File: config.mk
export PLATFORM = sky130hd
export DESIGN_NAME = nkf_ctrl
export DESIGN_NICKNAME = d
export VERILOG_FILES = /design/src/rtl/core/nkf_pkg.sv /design/src/rtl/core/nkf_ctrl.sv
export SDC_FILE = /design/constraint.sdc
export NUM_CORES = 1
export LEC_CHECK = 0
export ABC_AREA = 1
export BUFFER_PORTS_ARGS = -buffer_cell sky130_fd_sc_hd__buf_2
export CAP_MARGIN = 20
export CORE_MARGIN = 10
export CORE_UTILIZATION = 45
export CTS_BUF_LIST = sky130_fd_sc_hd__clkbuf_4 sky130_fd_sc_hd__clkbuf_8 sky130_fd_sc_hd__clkbuf_16
export CTS_CLUSTER_SIZE = 8
export DETAILED_ROUTE_END_ITERATION = 12
export PLACE_DENSITY = 0.74
export RECOVER_POWER = 100
export SLEW_MARGIN = 10
export SYNTH_ARGS = -nofsm -noshare
export SYNTH_HDL_FRONTEND = slang
export SYNTH_SLANG_ARGS = --single-unit
export TNS_END_PERCENT = 5
File: constraint.sdc
create_clock -name clock -period 1.8 [get_ports clock]
set_input_delay 0.36 -clock clock [delete_from_list [all_inputs] [get_ports clock]]
set_output_delay 0.36 -clock clock [all_outputs]
set_load 0.1 [all_outputs]
File: src/rtl/core/nkf_pkg.sv
`timescale 1ns / 1ps
// ----------------------------------------------------------------------------
// nkf_pkg
// Shared widths, codes and control structs of the NK-landscape fitness block.
// ----------------------------------------------------------------------------
package nkf_pkg;

   // field widths of the item channels
   localparam int OP_W       = 2;
   localparam int LOCUS_W    = 6;
   localparam int INDEX_W    = 8;
   localparam int VALUE_W    = 16;
   localparam int CHROM_W    = 64;
   localparam int FIT_W      = 22;
   localparam int REQ_DATA_W = 96;
   localparam int RSP_DATA_W = 24;

   // configuration register widths
   localparam int GENES_W    = 7;
   localparam int K_W        = 3;
   localparam int CSR_IDX_W  = 2;
   localparam int CSR_DATA_W = 7;

   // operation codes
   localparam logic [OP_W-1:0] OP_LOAD_CONTRIB = 2'd0;
   localparam logic [OP_W-1:0] OP_LOAD_NEIGH   = 2'd1;
   localparam logic [OP_W-1:0] OP_EVALUATE     = 2'd2;

   // register indexes
   localparam logic [CSR_IDX_W-1:0] CSR_GENE_COUNT  = 2'd0;
   localparam logic [CSR_IDX_W-1:0] CSR_NEIGH_COUNT = 2'd1;
   localparam logic [CSR_IDX_W-1:0] CSR_NEIGH_MODE  = 2'd2;

   // effective (clamped) configuration
   typedef struct packed {
      logic [GENES_W-1:0] genes;
      logic [K_W-1:0]     k;
      logic               mode;
   } cfg_type;

   // controller to datapath
   typedef struct packed {
      logic               wr_contrib;
      logic               wr_neigh;
      logic               start;
      logic               rep_step;
      logic               issue;
      logic [LOCUS_W-1:0] issue_locus;
      logic               emit;
   } cmd_type;

   // datapath to controller
   typedef struct packed {
      logic rep_done;
      logic busy;
   } stat_type;

endpackage

File: src/rtl/core/nkf_ctrl.sv
`timescale 1ns / 1ps
// ----------------------------------------------------------------------------
// nkf_ctrl
// Sequencer: decodes items, runs the chromosome replication, issues one locus
// per cycle, waits for the pipeline to drain and hands the sum to the output.
// ----------------------------------------------------------------------------
module nkf_ctrl (
   input  logic                        clock,
   input  logic                        reset,
   input  logic                        req_valid,
   input  logic [nkf_pkg::OP_W-1:0]    req_op,
   output logic                        req_ready,
   input  nkf_pkg::cfg_type            cfg,
   input  nkf_pkg::stat_type           stat,
   input  logic                        rsp_free,
   output nkf_pkg::cmd_type            cmd
);
   import nkf_pkg::*;

   typedef enum logic [4:0] {
      ST_IDLE  = 5'b00001,
      ST_BUILD = 5'b00010,
      ST_RUN   = 5'b00100,
      ST_DRAIN = 5'b01000,
      ST_DONE  = 5'b10000
   } state_type;

   state_type          state_ff, state_in;
   logic [LOCUS_W-1:0] locus_ff, locus_in;
   logic               last_locus;

   assign last_locus = ({1'b0, locus_ff} == (cfg.genes - GENES_W'(1)));
   assign req_ready  = (state_ff == ST_IDLE);

   // next state and commands
   always_comb begin
      state_in        = state_ff;
      locus_in        = locus_ff;
      cmd             = '0;
      cmd.issue_locus = locus_ff;
      unique case (state_ff)
         ST_IDLE: begin
            if (req_valid) begin
               case (req_op)
                  OP_LOAD_CONTRIB: cmd.wr_contrib = 1'b1;
                  OP_LOAD_NEIGH:   cmd.wr_neigh   = 1'b1;
                  OP_EVALUATE: begin
                     cmd.start = 1'b1;
                     state_in  = ST_BUILD;
                  end
                  default: ;
               endcase
            end
         end
         ST_BUILD: begin
            locus_in = '0;
            if (stat.rep_done) begin
               state_in = ST_RUN;
            end else begin
               cmd.rep_step = 1'b1;
            end
         end
         ST_RUN: begin
            cmd.issue = 1'b1;
            locus_in  = locus_ff + LOCUS_W'(1);
            if (last_locus) begin
               state_in = ST_DRAIN;
            end
         end
         ST_DRAIN: begin
            if (!stat.busy) begin
               state_in = ST_DONE;
            end
         end
         ST_DONE: begin
            if (rsp_free) begin
               cmd.emit = 1'b1;
               state_in = ST_IDLE;
            end
         end
         default: state_in = ST_IDLE;
      endcase
   end

   always_ff @(posedge clock) begin
      if (reset) begin
         state_ff <= ST_IDLE;
         locus_ff <= '0;
      end else begin
         state_ff <= state_in;
         locus_ff <= locus_in;
      end
   end

endmodule

==> results of run 1 <==
==> registers in the layout (all words and copies together) (netlist names) <==
name	flops
locus_ff	6
state_ff	5
==> final timing paths <==
kind	to	start	slack, ps
hold / removal	locus_ff[1]	reset	360
setup / recovery	cmd[9]	state_ff[2]	40
hold reg to reg	locus_ff[4]	locus_ff[4]	500
setup reg to reg	state_ff[0]	state_ff[0]	260
==> what timing repair did <==
item,in CTS,in global routing
buffers inserted,1,0
resized for setup,3,2
setup endpoints to repair,5,4
pin swaps,2,1
==> routing by layer <==
metal  global-route usage  up-vias
met2               0.1983       28
met1               0.1307      434
met3              0.05401        6
li1                     -      524
met5                    0        -
met4              0.04011        0
==> synth_stat cells, types with 2 or more instances <==
library cell and number:
sky130_fd_sc_hd__nor2_1 13, sky130_fd_sc_hd__inv_1 27, sky130_fd_sc_hd__nor2_2 2, sky130_fd_sc_hd__nor2_4 3
sky130_fd_sc_hd__nand3_1 8, sky130_fd_sc_hd__ha_1 2, sky130_fd_sc_hd__inv_2 3, sky130_fd_sc_hd__nand2_1 41
sky130_fd_sc_hd__dfxtp_1 11, sky130_fd_sc_hd__nand2_2 2, sky130_fd_sc_hd__a21oi_1 9, sky130_fd_sc_hd__nand4_1 5
sky130_fd_sc_hd__nor3_1 4, sky130_fd_sc_hd__o21ai_0 3
==> area by class of cell <==
type / instances / area, um^2
clock buffers: 4 / 30.03
fillers: 172 / 568.0
flip-flops and latches: 11 / 222.7
well taps: 25 / 31.28
repair buffers: 29 / 246.5
inverters: 31 / 116.4
multi-input cells: 103 / 568.0
==> cell families (layout without fill, tap and decap cells) <==
group           count (synthesis)  after routing
xor+xnor                        2              2
flops                          11             11
buf+inv                        32             64
simple gates                   82             82
compound gates                 17             17
fa+ha+maj                       2              2
==> where the power goes <==
group	internal [mW]	switching [mW]
registers	0.246	0.00411
clock network	0.101	0.0827
logic	0.0583	0.106
==> layout by cell type (no fill, tap or decap), types with 2 or more instances in the layout <==
| cell | Yosys | final |
|---|---|---|
| sky130_fd_sc_hd__nor2_1 | 13 | 13 |
| sky130_fd_sc_hd__nor3_1 | 4 | 2 |
| sky130_fd_sc_hd__a21oi_1 | 9 | 9 |
| sky130_fd_sc_hd__nand2_1 | 41 | 42 |
| sky130_fd_sc_hd__buf_2 | 0 | 14 |
| sky130_fd_sc_hd__nor2_4 | 3 | 3 |
| sky130_fd_sc_hd__nand4_4 | 1 | 2 |
| sky130_fd_sc_hd__clkbuf_2 | 0 | 6 |
| sky130_fd_sc_hd__nand4_1 | 5 | 5 |
| sky130_fd_sc_hd__clkbuf_4 | 0 | 4 |
| sky130_fd_sc_hd__nand3_1 | 8 | 8 |
| sky130_fd_sc_hd__dfxtp_2 | 0 | 2 |
| sky130_fd_sc_hd__nor2_2 | 2 | 2 |
| sky130_fd_sc_hd__dfxtp_1 | 11 | 9 |
| sky130_fd_sc_hd__inv_1 | 27 | 26 |
| sky130_fd_sc_hd__ha_1 | 2 | 2 |
| sky130_fd_sc_hd__buf_12 | 0 | 6 |
| sky130_fd_sc_hd__o21ai_0 | 3 | 4 |
| sky130_fd_sc_hd__nor3_4 | 0 | 2 |
| sky130_fd_sc_hd__inv_2 | 3 | 5 |
==> through the flow <==
step	TNS, ps	area [um^2]
2_1_floorplan	-886.3	909.6
3_3_place_gp	0	1185
3_5_place_dp	0	1185
4_1_cts	0	1237
5_1_grt	-133.2	1215
6_report	0	1215
==> critical path, cell delays in order, from the launching register on <==
cell and delay, ps:
sky130_fd_sc_hd__dfxtp_2 360, sky130_fd_sc_hd__nor2_4 180, sky130_fd_sc_hd__nand4_4 180, sky130_fd_sc_hd__nor2_2 210
sky130_fd_sc_hd__buf_12 200
==> implementation parameters, run 1 <==
Parameter                              Value

Worst hold path
  Worst min-delay path class    in -> reg
  Cell depth of the worst hold path    2

Pwr
  Maximum VDD drop    412.6 uV
  Final Total Pwr    0.5976 mW
  Total power divided by cell area    491.9 nW/um^2
  Leakage    about 0.60 nW

Die
  CORE AREA    1783 um^2
  Count of boundary I/O pins    32
  Chip Width    64.28 um
  Initial cell density of the core    0.4947
  Die Ht    64.28 um
  Total die area    around 4100 um^2
  Number of placement rows    15

Worst setup path
  Arrival time reported for the critical path endpoint    1400 ps
  Path type of the worst setup path    reg -> out
  Worst Reg-to-Reg Cells    8
  Critical-path maximum fanout    5
  Sort of element at the start of the critical path    flop
  Worst Setup End Kind    output port
  CP Data Required Time    1440 ps

Drt
  Highest routed metal layer    met4
  Initial DRC Count    38
  Sum of routed wire length over all layers    roughly 2400 um
  Count of antenna-violating nets left after detailed routing    0
  Routed length on met3    approximately 160 um
  WL/cell    11.89 um
  Met2 Routed Length    1200 um
  Detailed-routing iteration count for the pre-antenna-repair pass    4
  Metal-1 WL    ~1000 um
  Via density    between 4 and 5
  Via count of the routed design    992
  Post-detailed-route DRC marker count    0

CTS
  CTS H-Tree Depth    1
  Root Buffer    sky130_fd_sc_hd__clkbuf_4
  Clock buffer count from CTS    3
  Number of buffers inserted for hold repair after clock tree synthesis    0
  Number of clock sinks    11
  CTS tree    yes
  Worst-case clock buffer depth    2
  Insertion delay of the later-clocked pin in the worst-skew pair    between 200 and 300 ps
  Clk slew on worst S/H paths    70 ps

Place
  Count of placed standard cells including taps    198
  Routability congestion estimate from global placement    roughly 0.85
  Post-placement setup slack    37.79 ps
  Total of buffers placed on input and output ports    27
  Hpwl dp    2011 um

Logic synthesis
  Nets in the synthesized netlist    167
  Total number of yosys warnings    0
  Largest area contributor in the synthesized netlist    sky130_fd_sc_hd__dfxtp_1
  Share of the synthesized area in the top cell type    0.2496
  Number of enable-type register cells in the synthesized netlist    0
  Proportion of register bits with asynchronous set or reset after synthesis    0
  Sequential-to-total area share from yosys stat    0.2496
  Largest family of logic cells by synthesized area    simple AND/OR/NAND/NOR gates
  Cells taking the most area after synthesis    sky130_fd_sc_hd__dfxtp_1, sky130_fd_sc_hd__nand2_1, sky130_fd_sc_hd__inv_1
  Area fraction in and, or, nand and nor cells after synthesis    0.4539
  Multiplexer share of the synthesized area    0
  Post-synthesis cell count    roughly 150
  Synth unique cells    27
  Post-synthesis xor/xnor area fraction    0.01986
  Compound-Gate Fraction of Synth Area    0.1092
  Most frequently used flop master after synthesis    sky130_fd_sc_hd__dfxtp_1
  Register bit count reported by yosys    11
  Mapped Avg Cell Area    6.042 um^2
  Adder and majority cell fraction of the synthesized area    0.02837
  Post-synthesis instance area    slightly below 900 um^2

STA
  Min cycle time layout    1758 ps
  Final WS setup    roughly 42 ps
  Post-route clock skew    2.853 ps
  Final max-slew violation count    0
  Number of failing setup endpoints in the final timing report    0
  Share of the clock period used by the worst path    0.9766
  Setup repair after global routing missed its margin    yes
  Hold Fails Final Rpt    0
  Slew headroom    0.6383
  Worst-Margin Slew    544.9 ps
  F_max    568.8 MHz
  Smallest hold slack    ~360 ps

Job
  Maximum Capacitance Violations    0

Global route
  Vias in the first global route    between 900 and 1000
  First-pass GRT wire length    4098 um
  Overall overflow remaining after global route    0
  GRT Overall Usage    0.1190
  Largest net degree at the start of global routing    9
  Number of antenna violations at the first check in global routing    0

Layout
  N_diodes    0
  Post-layout utilization of the core    0.6814
  Finished Layout Cells    203
  Area growth from synthesis to final layout    37.73%
  Layout cell share with drive strength beyond 1    0.2753
  Layout Nets    200

Run status
  Result of the run    finished, final reports clean
Power figures use the tool's default switching activity.
==> run 2, diff against run 1 <==
- ABC_AREA: 1 -> 0
- BUFFER_PORTS_ARGS: -buffer_cell sky130_fd_sc_hd__buf_2 -> -buffer_cell sky130_fd_sc_hd__clkbuf_2
- PLACE_DENSITY: 0.74 -> 0.76
==> run 2 against run 1 <==
Net effect: the flow now finishes with violations (negative setup slack); first-iteration DRC count shrank 34%; worst setup slack lost 110 ps; power grew 2.5%; register-to-register slack lost 130 ps; sequential power shrank 2%; flip-flop and latch count is the same; area after synthesis shrank 13%; final cell count shrank 26%; wire length shrank 1.9%; count of clock-buffer cells in the layout is the same; hold slack gained 20 ps; clock skew shrank 0.71 ps.
==> implementation parameters, run 2 <==
Parameter                              Value

Worst setup path
  Critical-path maximum fanout    4 (was 5)
  Biggest cell delay along the critical path    360 ps (about the same)
  Arrival time reported for the critical path endpoint    1510 ps (was 1400 ps)
  Buffer and inverter count on the worst path    2 (was 1)
  Worst Setup End Kind    output port (unchanged)
  Critical-path cell list    nor3_4, nand2_4, clkinvlp_4, and4b_2, buf_12 (was nor2_4, nand4_4, nor2_2, buf_12)
  Reg2Reg Setup Slack    130 ps (was 260 ps)
  Slowest stage cell, crit path    sky130_fd_sc_hd__dfxtp_4 (was sky130_fd_sc_hd__dfxtp_2)
  Reg2reg start    locus_ff[3] (was state_ff[0])
  Worst Reg-to-Reg Cells    5 (was 8)
  Instance count on the critical path    5 (was 4)
  R2R Path End    state_ff[3] (was state_ff[0])
  End point of the critical path    cmd[10] (was cmd[9])
  Sort of element at the start of the critical path    flop (unchanged)
  Critical path startpoint    state_ff[3] (was state_ff[2])
  CP Data Required Time    1440 ps (about the same)
  Crit-path leading delay family    simple AND/OR/NAND/NOR gates (unchanged)
  Path type of the worst setup path    reg -> out (unchanged)

Layout
  N_diodes    0 (unchanged)
  Layout Nets    157 (was 200)
  Multi-input gate area    585.6 um^2 (was 568.0 um^2)
  Area growth from synthesis to final layout    60.33% (was 37.73%)
  Most frequent cells in the layout    sky130_fd_sc_hd__clkbuf_2, sky130_fd_sc_hd__nor2_1, sky130_fd_sc_hd__buf_4, sky130_fd_sc_hd__nand3b_1 (was sky130_fd_sc_hd__nand2_1, sky130_fd_sc_hd__inv_1, sky130_fd_sc_hd__buf_2, sky130_fd_sc_hd__nor2_1)
  Flip-flop count of the largest register, all copies and words added    6 (unchanged)
  FF/Latch Area    235.2 um^2 (was 222.7 um^2)
  Layout cell share with drive strength beyond 1    0.4889 (was 0.2753)
  Finished Layout Cells    151 (was 203)
  Post-layout utilization of the core    0.7849 (was 0.6814)
  Largest registers    locus_ff (6), state_ff (5) (unchanged)
  Top register by number of flip-flops    locus_ff (unchanged)
  Most common cell after layout, fill and taps aside    sky130_fd_sc_hd__clkbuf_2 (was sky130_fd_sc_hd__nand2_1)
  Filler instances    106 (was 172)

Drt
  Post-detailed-route DRC marker count    0 (unchanged)
  Via count of the routed design    861 (was 992)
  WL/cell    15.69 um (was 11.89 um)
  Sum of routed wire length over all layers    2369 um (was 2414 um)
  Via density    5.702 (was 4.887)
  Initial DRC Count    25 (was 38)
  Count of antenna-violating nets left after detailed routing    0 (unchanged)
  Detailed-routing iteration count for the pre-antenna-repair pass    4 (unchanged)

CTS
  Worst-case clock buffer depth    2 (unchanged)
  Clk slew on worst S/H paths    70 ps (about the same)
  Insertion delay of the later-clocked pin in the worst-skew pair    280 ps (was 270 ps)
  Root Buffer    sky130_fd_sc_hd__clkbuf_4 (unchanged)
  Clock buffer count from CTS    3 (unchanged)
  Number of clock sinks    11 (unchanged)
  CTS H-Tree Depth    1 (unchanged)
  CTS tree    yes (unchanged)

Pwr
  Sw power    0.1936 mW (was 0.1923 mW)
  Cell-internal power    0.4187 mW (was 0.4053 mW)
  Part of the total power dissipated in sequential elements    0.402 (was 0.419)
  Leakage    0.5548 nW (was 0.5992 nW)
  Comb pwr share    0.282 (was 0.274)
  Fraction of power spent switching nets    0.3162 (was 0.3218)
  Portion of total power attributed to the clock network    0.316 (was 0.307)
  Total power divided by cell area    500.3 nW/um^2 (was 491.9 nW/um^2)
  Maximum VDD drop    512.1 uV (was 412.6 uV)

Logic synthesis
  Mapped Avg Cell Area    8.119 um^2 (was 6.042 um^2)
  Largest area contributor in the synthesized netlist    sky130_fd_sc_hd__dfxtp_1 (unchanged)
  Number of enable-type register cells in the synthesized netlist    0 (unchanged)
  Synth top cells by count    sky130_fd_sc_hd__nor2_1, sky130_fd_sc_hd__dfxtp_1, sky130_fd_sc_hd__nand3b_1, sky130_fd_sc_hd__xor2_1, sky130_fd_sc_hd__inv_1 (was sky130_fd_sc_hd__nand2_1, sky130_fd_sc_hd__inv_1, sky130_fd_sc_hd__nor2_1)
  Post-synthesis instance area    763.2 um^2 (was 882.1 um^2)
  Synth unique cells    30 (was 27)
  Proportion of register bits with asynchronous set or reset after synthesis    0 (unchanged)
  Cells taking the most area after synthesis    sky130_fd_sc_hd__dfxtp_1, sky130_fd_sc_hd__xor2_1, sky130_fd_sc_hd__nand3b_1 (was sky130_fd_sc_hd__dfxtp_1, sky130_fd_sc_hd__nand2_1, sky130_fd_sc_hd__inv_1)
  Post-synthesis cell count    94 (was 146)
  Nets in the synthesized netlist    115 (was 167)
  Most frequent cell after synthesis    sky130_fd_sc_hd__nor2_1 (was sky130_fd_sc_hd__nand2_1)
  Sequential-to-total area share from yosys stat    0.2885 (was 0.2496)
  Register bit count reported by yosys    11 (unchanged)
  Share of the synthesized area in the top cell type    0.2885 (was 0.2496)
  Total number of yosys warnings    0 (unchanged)
  Most frequently used flop master after synthesis    sky130_fd_sc_hd__dfxtp_1 (unchanged)

STA
  Setup repair after global routing missed its margin    yes (unchanged)
  Hold Fails Final Rpt    0 (unchanged)
  Worst-Margin Slew    547.1 ps (was 544.9 ps)
  Final max-slew violation count    0 (unchanged)
  Min cycle time layout    1868 ps (was 1758 ps)
  Smallest hold slack    381.8 ps (was 362.2 ps)
  Post-route clock skew    2.144 ps (was 2.853 ps)
  F_max    535.4 MHz (was 568.8 MHz)
  Share of the clock period used by the worst path    1.038 (was 0.9766)
  Final WS setup    -67.74 ps (was 42.04 ps)
  Number of failing setup endpoints in the final timing report    3 (was 0)
  Slew headroom    0.6368 (was 0.6383)

Die
  Chip Width    61.19 um (was 64.28 um)
  Number of placement rows    14 (was 15)
  CORE AREA    1559 um^2 (was 1783 um^2)
  Total die area    3744 um^2 (was 4131 um^2)
  Count of boundary I/O pins    32 (unchanged)
  Die Ht    61.19 um (was 64.28 um)
  Initial cell density of the core    0.4896 (was 0.4947)

Global route
  Largest net degree at the start of global routing    11 (was 9)
  Vias in the first global route    833 (was 952)
  Overall overflow remaining after global route    0 (unchanged)
  Number of antenna violations at the first check in global routing    0 (unchanged)
  GRT Overall Usage    0.1344 (was 0.1190)
  First-pass GRT wire length    3801 um (was 4098 um)

Place
  Count of placed standard cells including taps    142 (was 198)
  Hpwl dp    1829 um (was 2011 um)
  Routability congestion estimate from global placement    0.8415 (was 0.8460)
  Total of buffers placed on input and output ports    27 (unchanged)

Worst hold path
  Worst min-delay path class    in -> reg (unchanged)

Job
  Maximum Capacitance Violations    0 (unchanged)

Run status
  Violated checks    negative setup slack
  Result of the run    finished with violations (was finished, final reports clean)
## run 2: cell count changes after synthesis, sizes merged, moves of 2 or more
cell,change
nand2,-40
nand3,-5
and3,+2
nor2,-6
inv,-25
xnor2,+2
nand4,-2
a21oi,-5
nand3b,+7
nor2b,+2
and4bb,+2
xor2,+7
## run 2: worst min path at each step
stage,from,to,depth (start not counted)
after global placement,locus_ff[3],locus_ff[3],2
after CTS,reset,locus_ff[3],2
after global routing,reset,locus_ff[3],2
after floorplan,state_ff[1],state_ff[2],2
after detailed placement,locus_ff[2],locus_ff[2],2
final,reset,locus_ff[3],2
## run 2: repair_timing
item,in CTS,in global routing
pin swaps,3,2
resized for setup,5,9
buffers inserted,3,2
setup endpoints to repair,4,7
hold buffers,0,0
## run 2: per-layer routing
layer,part of all wire,up-vias,track usage,wire length [um]
met5,0,-,0,0
met1,0.40,416,0.1449,950
met3,0.045,3,0.04527,106
li1,-,423,-,-
met4,0.012,0,0.05537,29
met2,0.54,19,0.2352,1282
## run 2: area by class of cell
type | count | area share
flip-flops and latches | 11 | 0.1922
well taps | 16 | 0.01636
clock buffers | 4 | 0.02454
multi-input cells | 76 | 0.4785
inverters | 6 | 0.02147
repair buffers | 38 | 0.2669
## run 2: cell families (layout without fill, tap and decap cells)
group                      after synthesis  count (layout)  synth area share
buffers and inverters                    7              48           0.03442
xor gates and xnor gates                11              11            0.1262
and+or+nand+nor                         47              47            0.3787
adders and majority gates                2               2           0.03278
AOI/OAI and AO/OA                       16              16            0.1394
DFF                                     11              11            0.2885
## run 2: power groups by stage
stage / logic, mW / registers (mW) / clock network, mW
global route: 0.183 / 0.246 / 0.209
floorplan: 0.0944 / 0.254 / 0
global placement: 0.151 / 0.254 / 0
CTS: 0.165 / 0.248 / 0.202
finish: 0.173 / 0.246 / 0.194
detailed placement: 0.155 / 0.255 / 0
## run 2: metrics by stage
stage | area (um^2) | total power, mW | setup WS [ps] | TNS (ps)
after floorplan | 807.0 | 0.3482 | -393.5 | -3362
after global routing | 1224 | 0.6386 | -129.6 | -485.7
final | 1224 | 0.6122 | -67.74 | -148.4
after CTS | 1179 | 0.6147 | -73.15 | -194.2
after detailed placement | 1109 | 0.4101 | -166.9 | -292.8
after global placement | 1109 | 0.4056 | -152.1 | -267.2
==> run 3, diff against run 2 <==
- ABC_AREA: 0 -> 1
- PLACE_DENSITY: 0.76 -> 0.74
==> run 3 against run 2 <==
Net effect: the flow now finishes without violations; via count grew 16%; wire length shrank 2.2%; design area grew 1.1%; clock power shrank 7%; sequential power grew 2%; worst setup slack gained 120 ps.
==> implementation parameters, run 3 (synthesis gave the netlist of run 1 again) <==
Parameter                              Value

CTS
  Worst-case clock buffer depth    2 (unchanged)
  Clock buffer count from CTS    3 (unchanged)
  Insertion delay of the later-clocked pin in the worst-skew pair    270 ps (was 280 ps)
  CTS tree    yes (unchanged)
  CTS H-Tree Depth    1 (unchanged)
  Clk slew on worst S/H paths    60 ps (was 70 ps)
  Root Buffer    sky130_fd_sc_hd__clkbuf_4 (unchanged)
  Number of clock sinks    11 (unchanged)
  Number of buffers inserted for hold repair after clock tree synthesis    0 (unchanged)

Run status
  Result of the run    finished, final reports clean (was finished with violations)

Worst setup path
  Worst Setup End Kind    output port (unchanged)
  CP Data Required Time    1440 ps (about the same)
  Biggest cell delay along the critical path    370 ps (was 360 ps)
  Sort of element at the start of the critical path    flop (unchanged)
  Critical-path cell list    nor2_4, nand4_4, nor2_2, buf_12 (was nor3_4, nand2_4, clkinvlp_4, and4b_2, buf_12)
  Slowest stage cell, crit path    sky130_fd_sc_hd__dfxtp_1 (was sky130_fd_sc_hd__dfxtp_4)
  Path type of the worst setup path    reg -> out (unchanged)
  Critical-path maximum fanout    5 (was 4)
  Crit-path leading delay family    simple AND/OR/NAND/NOR gates (unchanged)
  Arrival time reported for the critical path endpoint    1390 ps (was 1510 ps)
  Buffer and inverter count on the worst path    1 (was 2)

Die
  Number of placement rows    15 (was 14)
  Count of boundary I/O pins    32 (unchanged)
  CORE AREA    1783 um^2 (was 1559 um^2)
  Initial cell density of the core    0.4947 (was 0.4896)
  Total die area    4131 um^2 (was 3744 um^2)
  Chip Width    64.28 um (was 61.19 um)
  Die Ht    64.28 um (was 61.19 um)

Pwr
  Leakage    0.6115 nW (was 0.5548 nW)
  Final Total Pwr    0.5986 mW (was 0.6122 mW)
  Maximum VDD drop    465.0 uV (was 512.1 uV)
  Total power divided by cell area    483.7 nW/um^2 (was 500.3 nW/um^2)

STA
  Total negative setup slack    0 ps (was -148.4 ps)
  Final WS setup    54.04 ps (was -67.74 ps)
  Slew headroom    0.6386 (was 0.6368)
  Min cycle time layout    1746 ps (was 1868 ps)
  Final max-slew violation count    0 (unchanged)
  Worst-Margin Slew    544.4 ps (was 547.1 ps)
  Smallest hold slack    364.0 ps (was 381.8 ps)
  Hold Fails Final Rpt    0 (unchanged)
  F_max    572.8 MHz (was 535.4 MHz)
  Post-route clock skew    5.548 ps (was 2.144 ps)
  Share of the clock period used by the worst path    0.9700 (was 1.038)
  Number of failing setup endpoints in the final timing report    0 (was 3)
  Setup repair after global routing missed its margin    yes (unchanged)

Place
  Dpl cell area    1185 um^2 (was 1109 um^2)
  Total of buffers placed on input and output ports    27 (unchanged)
  Hpwl dp    1964 um (was 1829 um)
  Routability congestion estimate from global placement    0.8292 (was 0.8415)
  Post-placement setup slack    44.07 ps (was -166.9 ps)
  Count of placed standard cells including taps    198 (was 142)

Drt
  Detailed-routing iteration count for the pre-antenna-repair pass    4 (unchanged)
  Sum of routed wire length over all layers    2318 um (was 2369 um)
  Post-detailed-route DRC marker count    0 (unchanged)
  Initial DRC Count    30 (was 25)
  Count of antenna-violating nets left after detailed routing    0 (unchanged)
  Via density    4.941 (was 5.702)
  WL/cell    11.42 um (was 15.69 um)
  Via count of the routed design    1003 (was 861)

Global route
  Met1 Use GR    0.1271 (was 0.1449)
  Vias in the first global route    953 (was 833)
  GR peak layer    met2 (unchanged)
  First-pass GRT wire length    3946 um (was 3801 um)
  Number of antenna violations at the first check in global routing    0 (unchanged)
  GRT Overall Usage    0.1111 (was 0.1344)
  Fraction of met3 tracks used by global routing    0.04181 (was 0.04527)
  Overall overflow remaining after global route    0 (unchanged)
  Largest net degree at the start of global routing    9 (was 11)
  Met2 Use GR    0.1921 (was 0.2352)

Job
  Maximum Capacitance Violations    0 (unchanged)

Layout
  Finished Layout Cells    203 (was 151)
  Top register by number of flip-flops    locus_ff (unchanged)
  Most frequent cells in the layout    sky130_fd_sc_hd__nand2_1, sky130_fd_sc_hd__inv_1, sky130_fd_sc_hd__clkbuf_2, sky130_fd_sc_hd__nor2_1, sky130_fd_sc_hd__dfxtp_1 (was sky130_fd_sc_hd__clkbuf_2, sky130_fd_sc_hd__nor2_1, sky130_fd_sc_hd__buf_4, sky130_fd_sc_hd__nand3b_1)
  Flip-flop count of the largest register, all copies and words added    6 (unchanged)
  N_diodes    0 (unchanged)
  Filler instances    164 (was 106)
  Post-layout utilization of the core    0.6940 (was 0.7849)
  Area growth from synthesis to final layout    40.28% (was 60.33%)
  Final cell area excluding filler cells    1237 um^2 (was 1224 um^2)
  Layout cell share with drive strength beyond 1    0.2921 (was 0.4889)
  Most common cell after layout, fill and taps aside    sky130_fd_sc_hd__nand2_1 (was sky130_fd_sc_hd__clkbuf_2)
  Layout Nets    200 (was 157)
  Largest registers    locus_ff (6), state_ff (5) (unchanged)

Worst hold path
  Worst min-delay path class    in -> reg (unchanged)
## run 3: worst paths after layout
check              start     endpoint  slack [ps]  depth (start not counted)
max          state_ff[2]       cmd[9]          50                          4
min              stat[0]  state_ff[3]         360                          3
max reg2reg  state_ff[0]  state_ff[4]         370                          8
min reg2reg  locus_ff[4]  locus_ff[4]         500                          2
## run 3: what timing repair did
item                       in CTS  in global routing
pin swaps                       0                  2
setup buffers                   0                  1
resized for setup               3                  1
setup endpoints to repair       5                  4
## run 3: layer usage
layer  share of wire  up-vias
li1                -      522
met1            0.43      457
met2            0.50       22
met3           0.065        2
met4          0.0043        0
met5               0        -
## run 3: tightest hold or removal path: stages
cell and delay, ps:
sky130_fd_sc_hd__clkbuf_2 80, sky130_fd_sc_hd__nand2_1 70, sky130_fd_sc_hd__a21oi_1 60
## run 3: cell type report
cell class,count,area (um^2),area share
tap,25,31.28,0.02528
clock buffer,4,30.03,0.02427
sequential,11,221.5,0.1790
multi-input combinational,103,580.6,0.4692
timing repair buffer,29,255.2,0.2063
inverter,31,118.9,0.09606
## run 3: where the power goes
group | switching (mW) | internal (mW)
combinational | 0.107 | 0.0614
sequential | 0.00384 | 0.246
clock | 0.0799 | 0.101
total | 0.190 | 0.408
